[src/hdl/csi_pkg.sv]
`default_nettype none

package csi_pkg;

  // Default coordinate width; the top level hands its parameter down.
  localparam int COORD_WIDTH_DEF = 16;

  // The radius field is fixed at 15 unsigned bits, so its square fits in 30.
  localparam int RADIUS_WIDTH = 15;
  localparam int RSQ_WIDTH    = 2 * RADIUS_WIDTH;

  // Control that travels with an item through the front stages.
  typedef struct packed {
    logic valid;
    logic vert_foot;  // vertical segment and start_y < center_y < end_y
    logic dx_pos;     // end_x > start_x
  } front_ctl_t;

  // Control that travels with an item through the wide product stages.
  typedef struct packed {
    logic valid;
    logic foot;
  } flag_ctl_t;

endpackage

`default_nettype wire

[src/hdl/csi_wide.sv]
`default_nettype none

// Stages four and five: the foot test, and the two wide squared quantities
// r*r*L and N*N built from half-width partial products.
module csi_wide import csi_pkg::*; #(
  parameter int COORD_WIDTH = COORD_WIDTH_DEF,
  localparam int PW  = 2 * COORD_WIDTH + 2,
  localparam int LW  = 2 * COORD_WIDTH + 1,
  localparam int MW  = LW,
  localparam int H   = (MW + 1) / 2,
  localparam int HW  = MW - H,
  localparam int SQW = 2 * MW,
  localparam int RLW = RSQ_WIDTH + LW
) (
  input  wire logic                  clk,
  input  wire logic                  rst,
  input  wire logic                  en,
  input  wire front_ctl_t            in_ctl,
  input  wire logic [LW-1:0]         len,
  input  wire logic signed [PW-1:0]  crs,
  input  wire logic signed [PW-1:0]  dot,
  input  wire logic [RSQ_WIDTH-1:0]  rsq,
  output flag_ctl_t                  ctl,
  output logic [SQW-1:0]             nsq,
  output logic [RLW-1:0]             rl
);

  flag_ctl_t                s4_ctl;
  logic [2*H-1:0]           s4_ll;
  logic [H+HW-1:0]          s4_lh;
  logic [2*HW-1:0]          s4_hh;
  logic [RSQ_WIDTH+H-1:0]   s4_rlo;
  logic [RSQ_WIDTH+HW-1:0]  s4_rhi;

  logic signed [PW-1:0]     crs_abs;
  logic [MW-1:0]            mag;
  logic                     foot;

  // |N| is below 2^(2*COORD_WIDTH+1), so MW bits hold it.
  assign crs_abs = crs[PW-1] ? -crs : crs;
  assign mag     = crs_abs[MW-1:0];

  assign foot = in_ctl.vert_foot ||
                (in_ctl.dx_pos && (dot > 0) && (dot < $signed({1'b0, len})));

  always_ff @(posedge clk) begin
    if (rst) begin
      s4_ctl.valid <= 1'b0;
      ctl.valid    <= 1'b0;
    end else if (en) begin
      s4_ctl.valid <= in_ctl.valid;
      ctl.valid    <= s4_ctl.valid;
    end
    if (en) begin
      s4_ctl.foot <= foot;
      s4_ll  <= (2*H)'(mag[H-1:0]) * (2*H)'(mag[H-1:0]);
      s4_lh  <= (H+HW)'(mag[H-1:0]) * (H+HW)'(mag[MW-1:H]);
      s4_hh  <= (2*HW)'(mag[MW-1:H]) * (2*HW)'(mag[MW-1:H]);
      s4_rlo <= (RSQ_WIDTH+H)'(rsq) * (RSQ_WIDTH+H)'(len[H-1:0]);
      s4_rhi <= (RSQ_WIDTH+HW)'(rsq) * (RSQ_WIDTH+HW)'(len[LW-1:H]);

      ctl.foot <= s4_ctl.foot;
      nsq <= (SQW'(s4_hh) << (2 * H)) + (SQW'(s4_lh) << (H + 1)) + SQW'(s4_ll);
      rl  <= (RLW'(s4_rhi) << H) + RLW'(s4_rlo);
    end
  end

endmodule

`default_nettype wire

[config.mk]
export PLATFORM = sky130hd
export DESIGN_NAME = csi_wide
export DESIGN_NICKNAME = d
export VERILOG_FILES = /design/src/hdl/csi_pkg.sv /design/src/hdl/csi_wide.sv
export SDC_FILE = /design/constraint.sdc
export NUM_CORES = 2
export LEC_CHECK = 0
export ABC_AREA = 1
export BUFFER_PORTS_ARGS = -buffer_cell sky130_fd_sc_hd__buf_2
export CORE_AREA = 2 2 365 367
export CTS_BUF_LIST = sky130_fd_sc_hd__clkbuf_2
export DETAILED_ROUTE_END_ITERATION = 10
export DIE_AREA = 0 0 367 369
export GPL_ROUTABILITY_DRIVEN = 1
export PLACE_DENSITY_LB_ADDON = 0.2
export RECOVER_POWER = 25
export SYNTH_ARGS = -nofsm -noshare
export SYNTH_HDL_FRONTEND = slang
export SYNTH_SLANG_ARGS = --single-unit
[constraint.sdc]
create_clock -name clk -period 22.3 [get_ports clk]
set_clock_uncertainty 0.2 [all_clocks]
set_input_delay 4.46 -clock clk [delete_from_list [all_inputs] [get_ports clk]]
set_output_delay 4.46 -clock clk [all_outputs]
set_load 0.01 [all_outputs]
* Word-level counts from Yosys, hierarchy flattened
Cells that the tools add are included.
Operators by class: multipliers 5, reduce and logical (&&, ||, !) cells 3, order comparisons 2, mux-type cells 1, add/sub/neg operators 4
Operators by type and width (number):
- 66-bit by 34-bit adder with 66-bit output | 1
- 66-bit by 51-bit adder with 66-bit output | 1
- 63-bit by 47-bit adder with 63-bit output | 1
- 30-bit by 17-bit multiplier with 47-bit output | 1
- 30-bit by 16-bit multiplier with 46-bit output | 1
- 34-bit by 1-bit greater-than comparator with 1-bit output, second input constant | 1
- 34-bit less-than comparator | 1
- 17-bit by 17-bit multiplier with 34-bit output | 1
- 17-bit by 16-bit multiplier with 33-bit output | 1
- 33-bit 2-to-1 mux | 1
- 33-bit negation | 1
- 16-bit by 16-bit multiplier with 32-bit output | 1
- 1-bit logical AND | 2
- 1-bit logical OR | 1
Storage, ports and cells: input port bits 137, bits in registers 325, output and inout port bits 131, logic and storage cells 26

* Logic depth before layout (Yosys ltp)
word-level depth 4, gate-level depth with buffers 37, gate-level depth less buffers 36

* Least setup slack after synthesis
No wires, ideal clock.
kind input to register, start point input port crs[0], end point register s4_lh[32], data pin, data arrival time 10.886 ns, cell stages on the path 32, required time 21.847 ns, path buffers 4, library setup time 0.253 ns, setup slack 10.961 ns, cells stage by stage inv_2 > clkbuf_1 > clkbuf_1 > ha_1 > nand3_1 > nor2_2 > nand2_1 > nand2_2 > nand2_1 > xor2_1 > buf_2 > buf_2 > nand2_1 > fa_1 > inv_1 > fa_1 > inv_1 > fa_1 > inv_1 > fa_1 > fa_1 > inv_1 > fa_1 > inv_1 > ha_1 > nand2_1 > nor2_1 > nand2_1 > o21ai_0 > nand4_1 > nand3b_1 > nand2_1
On the way: word-level cells in the longest chain between the ends 3
RTL lines:
- start: declaration | RTL line csi_wide.sv:20 | input wire logic signed [PW-1:0] crs,
- 33-bit negation | RTL line csi_wide.sv:40 | assign crs_abs = crs[PW-1] ? -crs : crs;
- 33-bit 2-to-1 mux * | RTL line csi_wide.sv:40
- 17-bit by 16-bit multiplier with 33-bit output * | RTL line csi_wide.sv:57 | s4_lh <= (H+HW)'(mag[H-1:0]) * (H+HW)'(mag[MW-1:H]);
- end signal: assignment | RTL line csi_wide.sv:57
- end: declaration | RTL line csi_wide.sv:30 | logic [H+HW-1:0] s4_lh;
Mark *: on every way between the ends. The rest lies on a longest branch, timed or not. A chain may end at the register's enable or synchronous reset.

* Worst setup path in the final report
Same ends and word-level chain as after synthesis.

==> run_results.csv <==
group,metric,value,unit
sta,layout_setup_ws,10600,ps
grt,grt_pass1_wl,359000,um
drt,viasPerCell,5.45,
yosys,yosys.area.top_type_share,0.370,
yosys,synth_edf_count,320,
run_status,violations,"capacitance limit, slew limit",
clock_network,clockBufferDepth,3,
yosys,synthFlopType,"edfxtp_1",
yosys,yosysSeqAreaShare,0.130,
clock_network,post_cts_buffers,0,
layout,design_area,77900,sq um
drt,post_drt_wl_per_cell,20.0,um
drt,drt.antenna.violating_nets,0,
yosys,synth_cells,9307,
die,dieArea,135000,sq um
yosys,yosys.area.top_type,"fa_1",
layout,layout-drive-gt1-share,0.0539,
run_status,status,"complete, but fails checks",
yosys,yosysWarningCount,0,
sta,rsz0062_at_grt,"false",
die,fp-row-count,133,
die,io_pins,268,
layout,nets,11600,
clock_network,cts-root-buf,"clkbuf_2",
sta,slew_viol_final,178,
layout,fin_util,0.594,
drt,first_iter_violations,4591,
drt,vias,61200,
die,initial_core_util,0.567,
setup_path,worst_setup_path_end_kind,"flip-flop",
grt,grt_pass1_vias,65700,
layout,area_growth,4.75,%
sta,hold_viol,0,
grt,grt_overflow_total,0,
sta,relSlewSlack,-3.32,
layout,final_cell_mix,"nand2_1, inv_1, fa_1",
grt,grt_max_degree,114,
setup_path,crit_arrival,12530,ps
sta,tns,0,ps
drt,dr.pass1.iters,6,
setup_path,path_class,"in -> reg",
sta,worst_pin_slew,6470,ps
clock_network,htreeDepth,3,
drt,drcViolationCount,0,
yosys,synthTopCellsByArea,"fa_1, edfxtp_1, nand2_1",
yosys,synthesis.area,74400,sq um
worst_hold_path,hold_class,"reg -> reg",
placement,dpl.hpwl,180000,um
setup_path,cp-start-kind,"primary input",
yosys,async_flop_share,0,
setup_path,required,23120,ps
sta,setup_violations,0,
placement,place_area,77000,sq um
yosys,syn_avg_cell_area,7.99,sq um
job,drv_cap,3,
grt,antenna_found_initial,19,
placement,place.port_buffers,266,
die,die_w,367,um
placement,gp_congestion,0.978,
yosys,ys_types,54,
clock_network,clock_sink_count,322,
clock_network,numCtsBuffers,90,
clock_network,clkLatencyLatePin,1400,ps
clock_network,tritoncts,"built",
clock_network,clk_pin_slew,90,ps
sta,clock.fmax,85.4,MHz
clock_network,ctsHoldBuffers,0,
yosys,synthesis.nets,11500,
clock_network,cts_resized,0,
die,die-height,369,um
yosys,ys_ff_latch,322,
placement,place_ws,9570,ps
layout,final_common_cell,"nand2_1",
die,coreArea,131000,sq um
setup_path,worstPathMaxFanout,30,
sta,final.min_clock_period,11700,ps
sta,final.period_utilization,0.525,
grt,grt_use_total,0.343,
drt,drt-total-wl,225000,um
-- flip-flops by register name (all words and copies together) (netlist names) --
| name | cells |
|---|---|
| ctl | 2 |
| nsq | 65 |
| rl | 63 |
| s4_ctl | 2 |
| s4_hh | 31 |
| s4_lh | 33 |
| s4_ll | 33 |
| s4_rhi | 46 |
| s4_rlo | 47 |
-- per-stage QoR --
step	instances	hold slack, ps
after floorplan	9307	200
after global placement	11100	203
after detailed placement	11100	205
after CTS	11200	207
after global routing	11200	217
final	11200	195
-- metal layers --
metal / GRT usage / vias up / wire length, um
li1: - / 27800 / -
met1: 0.419 / 30200 / 86400
met2: 0.584 / 2522 / 108000
met3: 0.0520 / 606 / 16800
met4: 0.187 / 20 / 13400
met5: 0 / - / 123
-- cell usage after synthesis, types with 8 or more instances --
master and number:
a21o_1 26, a21oi_1 335, buf_1 8, buf_2 48
buf_4 14, clkbuf_1 234, edfxtp_1 320, fa_1 1375
ha_1 636, inv_1 2317, inv_2 14, nand2_1 2394
nand2_2 14, nand3_1 226, nand3b_1 10, nand4_1 83
nor2_1 647, nor3_1 69, nor4_1 18, o21a_1 16
o21ai_0 198, o21bai_1 21, or2_2 9, xnor2_1 52
xor2_1 151
-- path summary, 6_finish.rpt --
check / startpoint / to / slack [ps] / cells past startpoint
setup / recovery: crs[0] / s4_lh[32] / 10600 / 27
hold / removal: s4_rlo[16] / rl[16] / 190 / 0
setup reg to reg: s4_ll[18] / nsq[40] / 18840 / 10
hold reg to reg: s4_rlo[16] / rl[16] / 190 / 0
-- logic make-up (layout without fill, tap and decap cells) --
kind of cell	after synthesis	in the layout	share of synthesized area
buffers and inverters	2644	2812	0.135
and+or+nand+nor	3494	3494	0.187
DFF	322	322	0.130
AOI/OAI and AO/OA	627	627	0.0453
adders and majority gates	2011	2011	0.477
other	1	9	0.0000504
xor gates and xnor gates	208	208	0.0253
-- critical path: stages --
cell and delay (ps):
clkbuf_1 460, inv_2 490, ha_1 390, nand3_1 160, nand2_1 80, or2_2 300, nand2_2 400, clkinv_1 890
nor2_1 350, fa_1 450, inv_1 80, fa_1 430, fa_1 430, fa_1 490, inv_1 60, fa_1 540
inv_1 50, fa_1 470, inv_1 40, ha_1 360, nand2_1 130, nor2_1 150, nand2_1 80, o21ai_0 400
nand4_1 180, nand3b_1 120, nand2_1 60
-- layout make-up --
type	instances	area (sq um)
multi-input cells	6341	54700
fillers	12300	53200
flip-flops and latches	322	9650
inverters	2336	8770
well taps	1755	2200
repair buffers	311	1660
clock buffers	117	586
clock inverters	48	352
diodes	8	20.0
Power is not shown: default switching activity piles up to over one toggle a cycle in this logic, so the estimate is an artifact.
