File: config.mk
export PLATFORM = sky130hd
export DESIGN_NAME = csi_decide_flat
export DESIGN_NICKNAME = d
export VERILOG_FILES = /design/src/hdl/csi_pkg.sv /design/src/hdl/csi_if.sv /design/src/hdl/csi_decide.sv /design/src/flat_wrapper.sv
export SDC_FILE = /design/constraint.sdc
export NUM_CORES = 1
export LEC_CHECK = 0
export BUFFER_PORTS_ARGS = -buffer_cell sky130_fd_sc_hd__buf_2
export CAP_MARGIN = 20
export CORE_MARGIN = 8
export CORE_UTILIZATION = 25
export CTS_CLUSTER_SIZE = 16
export DETAILED_ROUTE_END_ITERATION = 8
export HOLD_SLACK_MARGIN = 0.02
export MAX_ROUTING_LAYER = met4
export PLACE_DENSITY = 0.61
export SYNTH_ARGS = -nofsm -noshare
export SYNTH_HDL_FRONTEND = slang
export SYNTH_SLANG_ARGS = --single-unit
File: constraint.sdc
create_clock -name clk -period 6.5 [get_ports clk]
set_input_delay 0.975 -clock clk [delete_from_list [all_inputs] [get_ports clk]]
set_output_delay 0.975 -clock clk [all_outputs]
set_load 0.05 [all_outputs]
File: src/hdl/csi_pkg.sv
`default_nettype none

package csi_pkg;

  // Default coordinate width; the top level hands its parameter down.
  localparam int COORD_WIDTH_DEF = 16;

  // The radius field is fixed at 15 unsigned bits, so its square fits in 30.
  localparam int RADIUS_WIDTH = 15;
  localparam int RSQ_WIDTH    = 2 * RADIUS_WIDTH;

  // Control that travels with an item through the front stages.
  typedef struct packed {
    logic valid;
    logic vert_foot;  // vertical segment and start_y < center_y < end_y
    logic dx_pos;     // end_x > start_x
  } front_ctl_t;

  // Control that travels with an item through the wide product stages.
  typedef struct packed {
    logic valid;
    logic foot;
  } flag_ctl_t;

endpackage

`default_nettype wire

File: src/hdl/csi_if.sv
`default_nettype none


interface csi_result_if;
  logic valid;
  logic ready;
  logic hit;
  logic near_line;
  logic foot_on_segment;

  modport source (
    output valid, hit, near_line, foot_on_segment,
    input  ready
  );
  modport sink (
    input  valid, hit, near_line, foot_on_segment,
    output ready
  );
endinterface

`default_nettype wire

File: src/hdl/csi_decide.sv
`default_nettype none

// Stage six: the distance compare, held in the output register.
module csi_decide import csi_pkg::*; #(
  parameter int COORD_WIDTH = COORD_WIDTH_DEF,
  localparam int LW  = 2 * COORD_WIDTH + 1,
  localparam int SQW = 2 * LW,
  localparam int RLW = RSQ_WIDTH + LW,
  localparam int CW  = (SQW > RLW) ? SQW : RLW
) (
  input  wire logic            clk,
  input  wire logic            rst,
  input  wire logic            en,
  input  wire flag_ctl_t       in_ctl,
  input  wire logic [SQW-1:0]  nsq,
  input  wire logic [RLW-1:0]  rl,
  csi_result_if.source         result
);

  logic near;

  // A zero-length segment gives L = 0 and N = 0, so near stays low.
  assign near = CW'(rl) > CW'(nsq);

  always_ff @(posedge clk) begin
    if (rst) begin
      result.valid <= 1'b0;
    end else if (en) begin
      result.valid <= in_ctl.valid;
    end
  end

  always_ff @(posedge clk) begin
    if (en) begin
      result.near_line       <= near;
      result.foot_on_segment <= in_ctl.foot;
      result.hit             <= near && in_ctl.foot;
    end
  end

endmodule

`default_nettype wire
File: src/flat_wrapper.sv
// flat-port wrapper written by rule: the top's interface ports become plain ports
module csi_decide_flat import csi_pkg::*;
#(
  parameter int COORD_WIDTH = COORD_WIDTH_DEF,
  localparam int LW  = 2 * COORD_WIDTH + 1,
  localparam int SQW = 2 * LW,
  localparam int RLW = RSQ_WIDTH + LW,
  localparam int CW  = (SQW > RLW) ? SQW : RLW
)
  (clk, rst, en, in_ctl, nsq, rl, result_valid, result_hit, result_near_line, result_foot_on_segment, result_ready);
  csi_result_if result_i ();
  input  wire logic clk;
  input  wire logic rst;
  input  wire logic en;
  input  wire flag_ctl_t in_ctl;
  input  wire logic [SQW-1:0] nsq;
  input  wire logic [RLW-1:0] rl;
  output wire logic [$bits(result_i.valid)-1:0] result_valid;
  output wire logic [$bits(result_i.hit)-1:0] result_hit;
  output wire logic [$bits(result_i.near_line)-1:0] result_near_line;
  output wire logic [$bits(result_i.foot_on_segment)-1:0] result_foot_on_segment;
  input wire logic [$bits(result_i.ready)-1:0] result_ready;
  assign result_valid = result_i.valid;
  assign result_hit = result_i.hit;
  assign result_near_line = result_i.near_line;
  assign result_foot_on_segment = result_i.foot_on_segment;
  assign result_i.ready = result_ready;
  csi_decide #(.COORD_WIDTH(COORD_WIDTH)) u_core (.clk(clk), .rst(rst), .en(en), .in_ctl(in_ctl), .nsq(nsq), .rl(rl), .result(result_i));
endmodule
# ---- After elaboration in Yosys (flattened, before gate mapping)
# Index checks and enable logic that the tools add are counted.
dict set report classes {
  n_mux 0
  addsub 0
  multipliers 0
  magnitude_cmp 1
  eq_ne 0
  n_reduce_logical 1
  shift 0
  div_mod_pow 0
  n_bitwise 0
}
# op count
set ops {}
lappend ops {{$gt 63x66->1} 1}
lappend ops {{$logic_and 1x1->1} 1}
dict set report word_totals {
  ramBits 0
  elab_cells 6
  n_memories 0
  rom_bits 0
  ff_bits 4
  latchBits 0
}

# ---- Logic depth before layout (Yosys ltp)
dict set report depth {
  depth_word 2
  ltp_mapped 8
}

# ---- Worst setup path after synthesis
# Ideal clock, no wire load.
dict set report synth_path {
  path_kind {input port to flip-flop}
  start {input nsq[48]}
  end {register u_core.result.hit, data pin}
  arrival_ns 2.563
  stages 8
  path_slack_ns 3.666
  path_cell_list {inv_1 ha_1 a21oi_1 nand2_1 a221o_1 a211o_1 nor4_1 nor3b_2}
}
dict set report synth_between {
  elab_chain_cells 2
}
# element line
set synth_lines {}
lappend synth_lines {{from (decl)} flat_wrapper.sv:16} ;# input wire logic [SQW-1:0] nsq;
lappend synth_lines {{$gt 63x66->1} csi_decide.sv:23} ;# assign near = CW'(rl) > CW'(nsq);
lappend synth_lines {{$logic_and 1x1->1} csi_decide.sv:37} ;# result.hit <= near && in_ctl.foot;
lappend synth_lines {{to (signal assigned)} csi_decide.sv:37}
lappend synth_lines {{to (decl)} csi_if.sv:12} ;# output valid, hit, near_line, foot_on_segment,
# No other way between the ends.
# A chain may end at the register's enable or synchronous reset.

# ---- Final worst setup path
dict set report layout_path {
  start {input nsq[45]}
  end {register u_core.result.hit, data pin}
}
# Same word-level chain as after synthesis.

==> metrics.md <==
| Metric | Value |
|---|---|
| Outcome | `finished, final reports clean` |
| Post-synthesis sequential area ratio | `6.090%` |
| Final worst-path cycle share | `44.19%` |
| Worst Max-Slew Pin Slew | `0.5471 ns` |
| Mean Syn Cell Area | `7.380 um^2` |
| Count of distinct cell types in the synthesized netlist | `30` |
| Internal power | `139.7 uW` |
| Arrival @ worst endpoint | `2.83 ns` |
| Sequential share of power | `13.4%` |
| # fillers | `777` |
| Postcts setup bufs | `0` |
| Area grow syn2layout | `47.27%` |
| Achievable Freq | `348.2 MHz` |
| FFs w/ async S/R, synth | `0%` |
| Register-to-register setup slack | `5.93 ns` |
| I/O Buffers | `137` |
| Synth top area share | `43.60%` |
| CTS Hold Bufs | `0` |
| Crit. End Element | `register` |
| Core area | `0.007137 mm^2` |
| Initial Utilization | `25.33%` |
| Initial DRC count | `31` |
| VDD IR max | `42.51 uV` |
| Clk_lat worst skew | `0.22 ns` |
| P_sw | `81.39 uW` |
| CP Max Fanout | `3` |
| DR WL/cell | `11.59 um` |
| Synth Flop Type | `edfxtp_1` |
| RR Startpoint | `u_core.result.valid` |
| #FFs+latches synth | `4` |
| Fin Hold WS | `0.4890 ns` |
| Final Hold Viols | `0` |
| Via count | `2109` |
| N_diodes | `0` |
| IO Pins | `139` |
| CTS H-tree depth | `1` |
| Normalized max-slew margin | `63.19%` |
| Clk root buf | `clkbuf_8` |
| Min cycle time layout | `2.872 ns` |
| # setup viols final | `0` |
| Vias in the first global route | `2309` |
| Worst hold path type | `reg -> reg` |
| Die Width | `101.0 um` |
| Final ANT Viol Nets | `0` |
| CP Class | `in -> reg` |
| Num rows | `31` |
| Net Count, Synth | `443` |
| Cell area after synthesis | `0.001808 mm^2` |
| FF-to-FF End | `u_core.result.valid` |
| CTS Buffer Depth | `2` |
| Cell Pwr Density | `83.04 mW/mm^2` |
| GPL Wtd Cong | `0.7585` |
| Post-Synthesis Cells | `245` |
| Max-cap violation count | `0` |
| Logic pwr share | `60.7%` |
| Final core utilization | `37.31%` |
| Post-CTS Resized | `0` |
| Switch share | `36.81%` |
| Total Neg Setup Slack | `0 ns` |
| Drt total wl | `5.620 mm` |
| Drc violations | `0` |
| # clock sinks | `4` |
| Overall die area | `0.01021 mm^2` |
| Most common cell after layout, fill and taps aside | `buf_2` |
| Initial antenna violation count | `0` |
| First-pass GRT wire length | `9.190 mm` |
| Max Slew Vio Count | `0` |
| Static Leak | `0.001646 uW` |
| Crit path to | `u_core.result.hit` |
| Most frequent cells in the layout | `buf_2, inv_1, ha_1, a21oi_1` |
| Worst Setup SP | `nsq[45]` |
| GRT Util Overall | `11.08%` |
| Post-synth EDFFs | `3` |
| Clock skew | `0 ns` |
| Clock group share of total power | `25.9%` |
| Final net count | `585` |
| Worst-path clk slew | `0.04 ns` |
| Synth area leader | `ha_1` |
| Layout cells sized above 1 | `37.31%` |
| Pin count of the biggest net entering global routing | `6` |
| RSZ-0062 raised after global routing | `no` |
| Ranking of synthesized cells by area | `ha_1, inv_1, a21oi_1` |
| Startpoint Class | `primary input` |
| Via density | `4.348` |
| Worst reg-to-reg path cell count | `2` |
| Yosys warning total | `0` |
| Req. time, crit path | `6.46 ns` |
| Die height | `101.0 um` |
| Grt total ovfl | `0` |
| CTS tree | `yes` |
| TritonCTS buffer count | `3` |
| Post-DP HPWL | `5.390 mm` |
| DRT Pass-1 Iters | `4` |
cell families (layout without fill, tap and decap cells):
| family | count (synthesis) | after routing | share of synthesized area [%] |
|---|---|---|---|
| AO/OA/AOI/OAI | 49 | 49 | 16.89 |
| adder cells (fa/ha/maj) | 63 | 63 | 43.60 |
| buffers and inverters | 66 | 207 | 13.70 |
| flip-flops | 4 | 4 | 6.090 |
| multiplexers | 1 | 1 | 0.5537 |
| AND/OR/NAND/NOR | 62 | 62 | 19.17 |
state kept, by name (all words and copies together), names as in the netlist:
register	count
u_core.result.valid	1
u_core.result.near_line	1
u_core.result.hit	1
u_core.result.foot_on_segment	1
per-stage QoR:
stage / setup WS, ns / cells / area, um^2 / power (uW)
after floorplan: 3.666 / 245 / 1808 / 106.8
after global placement: 3.394 / 481 / 2618 / 162.4
after detailed placement: 3.375 / 481 / 2618 / 165.9
after CTS: 3.607 / 485 / 2663 / 225.9
after global routing: 3.530 / 485 / 2663 / 247.6
final: 3.628 / 485 / 2663 / 221.1
cell type report:
cell class / instances / area [um^2] / area share, %
multi-input combinational: 175 / 1450 / 54.46
sequential: 4 / 110.1 / 4.135
tap: 99 / 123.9 / 4.652
inverter: 66 / 247.7 / 9.305
timing repair buffer: 137 / 685.7 / 25.75
clock buffer: 4 / 45.04 / 1.692
layer usage:
layer	vias to the layer above	GRT usage, %	wire length [um]	share of wire (%)
met4	0	2.405	29	0.52
met2	67	20.65	2789	50
met3	2	1.588	353	6.3
met1	885	12.06	2447	44
met5	-	-	0	0
li1	1155	-	-	-
how the worst min path moves through the flow:
stage / from / endpoint / slack (ns) / cells past startpoint
finish: u_core.result.valid / u_core.result.valid / 0.49 / 2
global route: u_core.result.valid / u_core.result.valid / 0.52 / 2
CTS: u_core.result.valid / u_core.result.valid / 0.49 / 2
detailed placement: u_core.result.valid / u_core.result.valid / 0.49 / 2
global placement: u_core.result.valid / u_core.result.valid / 0.48 / 2
floorplan: u_core.result.valid / u_core.result.valid / 0.73 / 2
worst max-delay path, cell delays in order:
cell,delay [ns]
buf_2,0.08
inv_1,0.03
ha_1,0.32
a21oi_1,0.14
o21ai_0,0.11
a221o_1,0.32
a211o_1,0.30
nor4_1,0.45
nor3b_2,0.09
synthesized netlist by cell type (3+ instances only):
master and instances:
nand2_1 16, a21oi_1 28, nor4_1 5, nand4_1 16, nor2_1 9, inv_1 66
a221oi_1 3, ha_1 63, edfxtp_1 3, o21ai_0 7, nand3_1 8
power by group through the flow:
| stage | Combinational (uW) | Clock (uW) | Sequential (uW) |
|---|---|---|---|
| after floorplan | 70.4 | 0 | 36.4 |
| after global placement | 132 | 0 | 30.1 |
| after detailed placement | 136 | 0 | 30.1 |
| after CTS | 137 | 59.4 | 29.7 |
| after global routing | 157 | 60.8 | 29.9 |
| final | 134 | 57.3 | 29.7 |
No activity file was read; power rests on OpenSTA's default activity.
